**config.mk**
```make
export PLATFORM = sky130hd
export DESIGN_NAME = bsbc_isqrt
export DESIGN_NICKNAME = d
export VERILOG_FILES = /design/src/hdl/bounding_sphere_from_box_centre_assert.svh /design/src/hdl/bsbc_pkg.sv /design/src/hdl/bsbc_isqrt.sv
export SDC_FILE = /design/constraint.sdc
export NUM_CORES = 1
export LEC_CHECK = 0
export BUFFER_PORTS_ARGS = -buffer_cell sky130_fd_sc_hd__buf_2
export CORE_ASPECT_RATIO = 1.1
export CORE_MARGIN = 5
export CORE_UTILIZATION = 46
export CTS_CLUSTER_SIZE = 28
export DETAILED_ROUTE_END_ITERATION = 10
export PLACE_DENSITY = 0.66
export SYNTH_ARGS = -nofsm -noshare
export SYNTH_HDL_FRONTEND = slang
export SYNTH_SLANG_ARGS = --single-unit
```
**constraint.sdc**
```tcl
create_clock -name clock -period 3.08 [get_ports clock]
set_input_delay 0.154 -clock clock [delete_from_list [all_inputs] [get_ports clock]]
set_output_delay 0.154 -clock clock [all_outputs]
set_load 0.01 [all_outputs]
```
**src/hdl/bounding_sphere_from_box_centre_assert.svh**
```systemverilog
// ---------------------------------------------------------------------------
// Assertion macros for the bounding sphere block
// Concurrent assertion helpers, clocked on the rising edge of clock and
// disabled during reset.
// ---------------------------------------------------------------------------
`ifndef BOUNDING_SPHERE_FROM_BOX_CENTRE_ASSERT_SVH
`define BOUNDING_SPHERE_FROM_BOX_CENTRE_ASSERT_SVH

// The consequent must hold in the same cycle as the antecedent.
`define BSBC_ASSERT_SAME(lbl, ante, cons, msg) \
   lbl: assert property (@(posedge clock) disable iff (reset) (ante) |-> (cons)) \
      else $error(msg);

// The consequent must hold in the cycle after the antecedent.
`define BSBC_ASSERT_NEXT(lbl, ante, cons, msg) \
   lbl: assert property (@(posedge clock) disable iff (reset) (ante) |=> (cons)) \
      else $error(msg);

`endif

```
**src/hdl/bsbc_pkg.sv**
```systemverilog
// ---------------------------------------------------------------------------
// bsbc_pkg
// Constants and types shared by the bounding sphere modules.
// ---------------------------------------------------------------------------
package bsbc_pkg;

   localparam int MAX_POSITIONS = 1024;
   localparam int COORD_BITS    = 16;

   localparam int ADDR_BITS  = $clog2(MAX_POSITIONS);
   localparam int COUNT_BITS = $clog2(MAX_POSITIONS + 1);
   localparam int SQ_BITS    = 2 * COORD_BITS;
   localparam int DIST_BITS  = SQ_BITS + 2;
   localparam int ROOT_BITS  = DIST_BITS / 2;
   localparam int STEP_BITS  = $clog2(ROOT_BITS);

   localparam logic signed [COORD_BITS-1:0] COORD_MAX = {1'b0, {(COORD_BITS-1){1'b1}}};
   localparam logic signed [COORD_BITS-1:0] COORD_MIN = {1'b1, {(COORD_BITS-1){1'b0}}};

   typedef struct packed {
      logic signed [COORD_BITS-1:0] pos_x;
      logic signed [COORD_BITS-1:0] pos_y;
      logic signed [COORD_BITS-1:0] pos_z;
      logic                         is_last;
   } req_type;

   typedef struct packed {
      logic signed [COORD_BITS-1:0] centre_x;
      logic signed [COORD_BITS-1:0] centre_y;
      logic signed [COORD_BITS-1:0] centre_z;
      logic        [ROOT_BITS-1:0]  radius;
      logic        [COUNT_BITS-1:0] point_count;
      logic                         overflow;
   } rsp_type;

   typedef struct packed {
      logic start;
   } sqrt_ctl_type;

   typedef struct packed {
      logic busy;
      logic done;
   } sqrt_sts_type;

   typedef enum logic [4:0] {
      S_LOAD   = 5'b00001,
      S_CENTRE = 5'b00010,
      S_PASS   = 5'b00100,
      S_ROOT   = 5'b01000,
      S_HOLD   = 5'b10000
   } state_type;

endpackage

```
**src/hdl/bsbc_isqrt.sv**
```systemverilog
// ---------------------------------------------------------------------------
// bsbc_isqrt
// Floor integer square root, one result bit per cycle (restoring method).
// ---------------------------------------------------------------------------
module bsbc_isqrt (
   input  logic                              clock,
   input  logic                              reset,
   input  bsbc_pkg::sqrt_ctl_type            ctl,
   input  logic [bsbc_pkg::DIST_BITS-1:0]    radicand,
   output bsbc_pkg::sqrt_sts_type            sts,
   output logic [bsbc_pkg::ROOT_BITS-1:0]    root
);
   import bsbc_pkg::*;

   localparam int REM_BITS = ROOT_BITS + 2;

   logic [DIST_BITS-1:0] rad_ff, rad_in;
   logic [REM_BITS-1:0]  rem_ff, rem_in;
   logic [ROOT_BITS-1:0] root_ff, root_in;
   logic [STEP_BITS-1:0] step_ff, step_in;
   logic                 busy_ff, busy_in;
   logic                 done_ff, done_in;

   logic [REM_BITS-1:0]  rem_shift;
   logic [REM_BITS-1:0]  trial;

   always_comb begin
      rem_shift = {rem_ff[REM_BITS-3:0], rad_ff[DIST_BITS-1 -: 2]};
      trial     = {root_ff, 2'b01};
      rad_in    = rad_ff;
      rem_in    = rem_ff;
      root_in   = root_ff;
      step_in   = step_ff;
      busy_in   = busy_ff;
      done_in   = done_ff;
      if (ctl.start) begin
         rad_in  = radicand;
         rem_in  = '0;
         root_in = '0;
         step_in = '0;
         busy_in = 1'b1;
         done_in = 1'b0;
      end else if (busy_ff) begin
         rad_in = {rad_ff[DIST_BITS-3:0], 2'b00};
         if (rem_shift >= trial) begin
            rem_in  = rem_shift - trial;
            root_in = {root_ff[ROOT_BITS-2:0], 1'b1};
         end else begin
            rem_in  = rem_shift;
            root_in = {root_ff[ROOT_BITS-2:0], 1'b0};
         end
         step_in = step_ff + 1'b1;
         if (step_ff == STEP_BITS'(ROOT_BITS - 1)) begin
            busy_in = 1'b0;
            done_in = 1'b1;
         end
      end
   end

   always_ff @(posedge clock) begin
      rad_ff  <= rad_in;
      rem_ff  <= rem_in;
      root_ff <= root_in;
      step_ff <= step_in;
      if (reset) begin
         busy_ff <= 1'b0;
         done_ff <= 1'b0;
      end else begin
         busy_ff <= busy_in;
         done_ff <= done_in;
      end
   end

   assign sts.busy = busy_ff;
   assign sts.done = done_ff;
   assign root     = root_ff;

endmodule

```
* After elaboration in Yosys (flattened, before gate mapping)
Cells that the tools add are included.
** Cells by class
- Equality and inequality tests :: 1
- Reductions and logical operators :: 3
- Multiplexer cells :: 7
- $lt $le $gt $ge :: 1
- $add $sub $neg :: 2
** Operator list (number)
- $mux W34 :: 2
- $ge A19 B19 Y1 :: 1
- $mux W17 :: 1
- $sub A17 B17 Y17 :: 1
- $add A5 B1 Y5 const B :: 1
- $eq A5 B5 Y1 const B :: 1
- $mux W1 :: 4
- $reduce_and A2 Y1 :: 1
- $reduce_bool A2 Y1 :: 1
- $reduce_or A2 Y1 :: 1
** Word-level totals
- Input bits :: 37
- Register bits after elaboration :: 75
- Word-level logic and storage cells :: 20
- Output and inout port bits :: 19

* Depth between registers and ports, before layout
- Depth in word-level cells :: 4
- Gate-level depth with buffers :: 12
- Gate-level depth less buffers :: 9

* Worst setup path before layout
OpenSTA, ideal clock, no wires.
- Kind :: register to register
- From :: register root_ff[2], in the netlist root[2]
- To :: register rem_ff[1]
- Buffers on the path :: 1
- Period minus slack after synthesis :: 2529 ps
- Data required time :: 2994 ps
- Stages on the path, launching flop included :: 11
- Setup slack :: 551 ps
- Data arrival time :: 2444 ps
- Setup time :: 86 ps
- Cells stage by stage :: dfxtp_1 > inv_1 > ha_1 > a21o_1 > o21bai_1 > o21a_1 > a31o_1 > a21oi_2 > buf_6 > mux2_2 > a211oi_1
** Between the ends
- Cells in the longest elaborated chain, start to end :: 2
** RTL lines
- start, declared :: line bsbc_isqrt.sv:19 : logic [ROOT_BITS-1:0] root_ff, root_in;
- start signal, assigned :: line bsbc_isqrt.sv:63 : root_ff <= root_in;
- $ge A19 B19 Y1 :: line bsbc_isqrt.sv:45 : if (rem_shift >= trial) begin
- $mux W17 :: line bsbc_isqrt.sv:45
- end signal, assigned :: line bsbc_isqrt.sv:62 : rem_ff <= rem_in;
- end, declared :: line bsbc_isqrt.sv:18 : logic [REM_BITS-1:0] rem_ff, rem_in;
Every way passes these cells.
A chain may end at the register's enable or synchronous reset.

* Final worst setup path
- From :: register root_ff[2], in the netlist root[2]
- To :: register rem_ff[14]
** Between the ends
- Cells in the longest elaborated chain, start to end :: 2
- Elaborated cells between the ends (all ways) :: 3
- Classes of those cells :: add/sub: 1; order compare: 1; mux: 1
** RTL lines (line)
- $sub A17 B17 Y17 or $ge A19 B19 Y1 (tied branches) :: bsbc_isqrt.sv:46, bsbc_isqrt.sv:45
- $mux W17 * :: bsbc_isqrt.sv:45
Every way passes the cells marked *; elsewhere a longest branch is shown, timed or not.

==> results_dict.tcl <==
set metrics [dict create \
    outcome "complete, no violations" \
    grt_first_pass_wirelength_um 13500 \
    grt_pass1_vias 2759 \
    io_buffers 55 \
    initial_core_util_pct 47.5 \
    synth_simple_gate_area_share_pct 10.3 \
    ant_nets 0 \
    cap_violations 0 \
    first_pass_iters 4 \
    synthAdderAreaFrac_pct 6.55 \
    clk_pin_slew_ns 0.08 \
    synthMuxAreaShare_pct 17.0 \
    post_dp_cell_area_um2 4370 \
    synth_edf_count 34 \
    ys_async_sr_fraction_pct 0 \
    reg2reg_depth 10 \
    worst_ep_arrival_time_ns 2.89 \
    postLayoutCellArea_um2 4590 \
    crit_path_end "rem_ff[14]" \
    via_per_inst 5.23 \
    synth_top_family_by_area "multiplexers" \
    die_area_um2 10700 \
    die_w_um 99.1 \
    clock_skew_ns 0.00920 \
    slew_violations 0 \
    first_iter_violations 149 \
    r2r_start "root[2]" \
    cts_tree "done" \
    vias 2856 \
    endpoint_kind "flip-flop" \
    worst_pin_slew_ns 0.693 \
    yosysSeqAreaShare_pct 45.9 \
    hpwl_um 5730 \
    synth.distinct_cells 50 \
    synth_top_area_cell "edfxtp_1" \
    grt_usage_pct 15.8 \
    layout.cells.non_filler 546 \
    min_period_ns 2.67 \
    reg2reg_setup_slack_ns 0.41 \
    synth_fp_nets 435 \
    antenna_found_initial 0 \
    overflow 0 \
    ys.flop_type "dfxtp_1" \
    dieHeight_um 108 \
    root_buffer "clkbuf_8" \
    p_leak_nw 1.89 \
    wl_per_cell_um 14.8 \
    clkSinkCount 75 \
    mostFrequentLayoutCell "buf_2" \
    synth_area_leaders "edfxtp_1 25%, dfxtp_1 20%, mux2_2 9.3%" \
    startpoint "root[2]" \
    finalCritPeriodShare_pct 86.6 \
    synth-seq-cells 75 \
    cts_buffers 9 \
    synth_top_area_share_pct 25.4 \
    slew_headroom_pct 53.6 \
    r2r_end "rem_ff[14]" \
    fmax_ghz 0.375 \
    core_um2 8450 \
    critPathKind "flip-flop to flip-flop" \
    synth_compound_area_share_pct 11.5 \
    ctsHoldBuffers 1 \
    ir_worst_vdd_v 0.000394 \
    fin_nets 488 \
    start_kind "flip-flop" \
    whs_ns 0.0814 \
    io-pin-count 56 \
    routed_wl_um 8100 \
    syn_inst 377 \
    final-hold-violation-count 0 \
    fin_tns_setup_ns 0 \
    holdCritPathClass "input pin to flip-flop" \
    rows 35 \
    h-tree-depth 3 \
    synth_xor_area_share_pct 3.93 \
    cts_setup_buffers 0 \
    route.detailed.drc 0 \
    area_delta_synth_final_pct 14.5 \
    rsz0062_at_grt "false" \
    dp_cells 529 \
    gp_congestion 0.883 \
    finish.utilization_pct 54.4 \
    grt_max_degree 51 \
    cp_data_required_time_ns 3.31 \
    synth_area_per_cell_um2 10.6 \
    clock_path_buffers 2 \
    path_max_fanout 7 \
    hp-start "radicand[0]" \
    final_cell_mix "55 x buf_2, 44 x nor2_1, 40 x dfxtp_1" \
    setup_violations 0 \
    cts_resized 0 \
    p_per_area_nw_per_um2 805 \
    clk-insertion-delay-late_ns 0.35 \
    n_antenna_cell 0 \
    drive_gt1_share_pct 26.4 \
    post_synth_instance_area_um2 4010 \
    yosysWarnings 0 \
]
## cells in the mapped netlist, drive strengths merged (4+ instances only)
cell type / instances
buf: 10
ha: 21
a21oi: 12
mux2i: 31
inv: 24
nand2: 18
xnor2: 10
nand4: 5
mux2: 33
o21a: 5
a211oi: 12
edfxtp: 34
nor3: 5
and2: 5
nor2: 44
dfxtp: 41
a21o: 4
clkbuf: 10
o21ai: 12
xor2: 8
## per-layer routing
metal	GRT usage, %	share of wire (%)	routed length, µm	vias to the layer above
li1	-	-	-	1455
met1	21.6	46	3760	1328
met2	24.0	47	3780	63
met3	3.81	5.1	411	10
met4	6.44	1.8	146	0
met5	0	0	0	-
## power breakdown
group	internal [mW]	switching [mW]
combinational	0.792	0.829
sequential	1.17	0.0728
clock	0.459	0.380
total	2.42	1.28
## through the flow
stage / total power, mW / setup WS (ns)
detailed placement: 2.87 / 0.462
CTS: 3.72 / 0.429
floorplan: 2.62 / 0.551
global placement: 2.86 / 0.534
global route: 3.96 / 0.242
finish: 3.70 / 0.414
## registers in the layout (all words and copies together), names as in the netlist
name	flops
busy_ff	1
step_ff	5
rad_ff	34
done_ff	1
root	17
rem_ff	17
## cells by family (layout without fill, tap and decap cells)
| group | Yosys count | in the layout |
|---|---|---|
| buffers and inverters | 44 | 102 |
| AOI/OAI and AO/OA | 66 | 66 |
| adders and majority gates | 21 | 21 |
| DFF | 75 | 75 |
| and+or+nand+nor | 89 | 89 |
| muxes | 64 | 64 |
| xor gates and xnor gates | 18 | 18 |
## layout make-up
class / instances / area, µm²
fillers: 740 / 3860
multi-input cells: 258 / 1970
flip-flops and latches: 75 / 1840
repair buffers: 62 / 330
well taps: 111 / 139
clock buffers: 10 / 128
clock inverters: 6 / 90.1
inverters: 24 / 90.1
## how the worst min path moves through the flow
stage	endpoint	slack (ns)	cells after the start
finish	rad_ff[0]	0.08	2
global placement	busy_ff	0.33	2
detailed placement	busy_ff	0.34	2
global route	rad_ff[0]	0.07	2
CTS	rad_ff[0]	0.06	2
floorplan	busy_ff	0.23	1
## worst max-delay path, stage by stage, from the launching register on
cell	delay [ns]
dfxtp_1	0.39
inv_1	0.06
ha_1	0.36
a21o_1	0.22
o21bai_1	0.24
o21a_1	0.22
a31o_1	0.25
a21oi_2	0.23
buf_4	0.22
mux2i_1	0.26
o21ai_0	0.10
No activity file was read; power rests on OpenSTA's default activity.
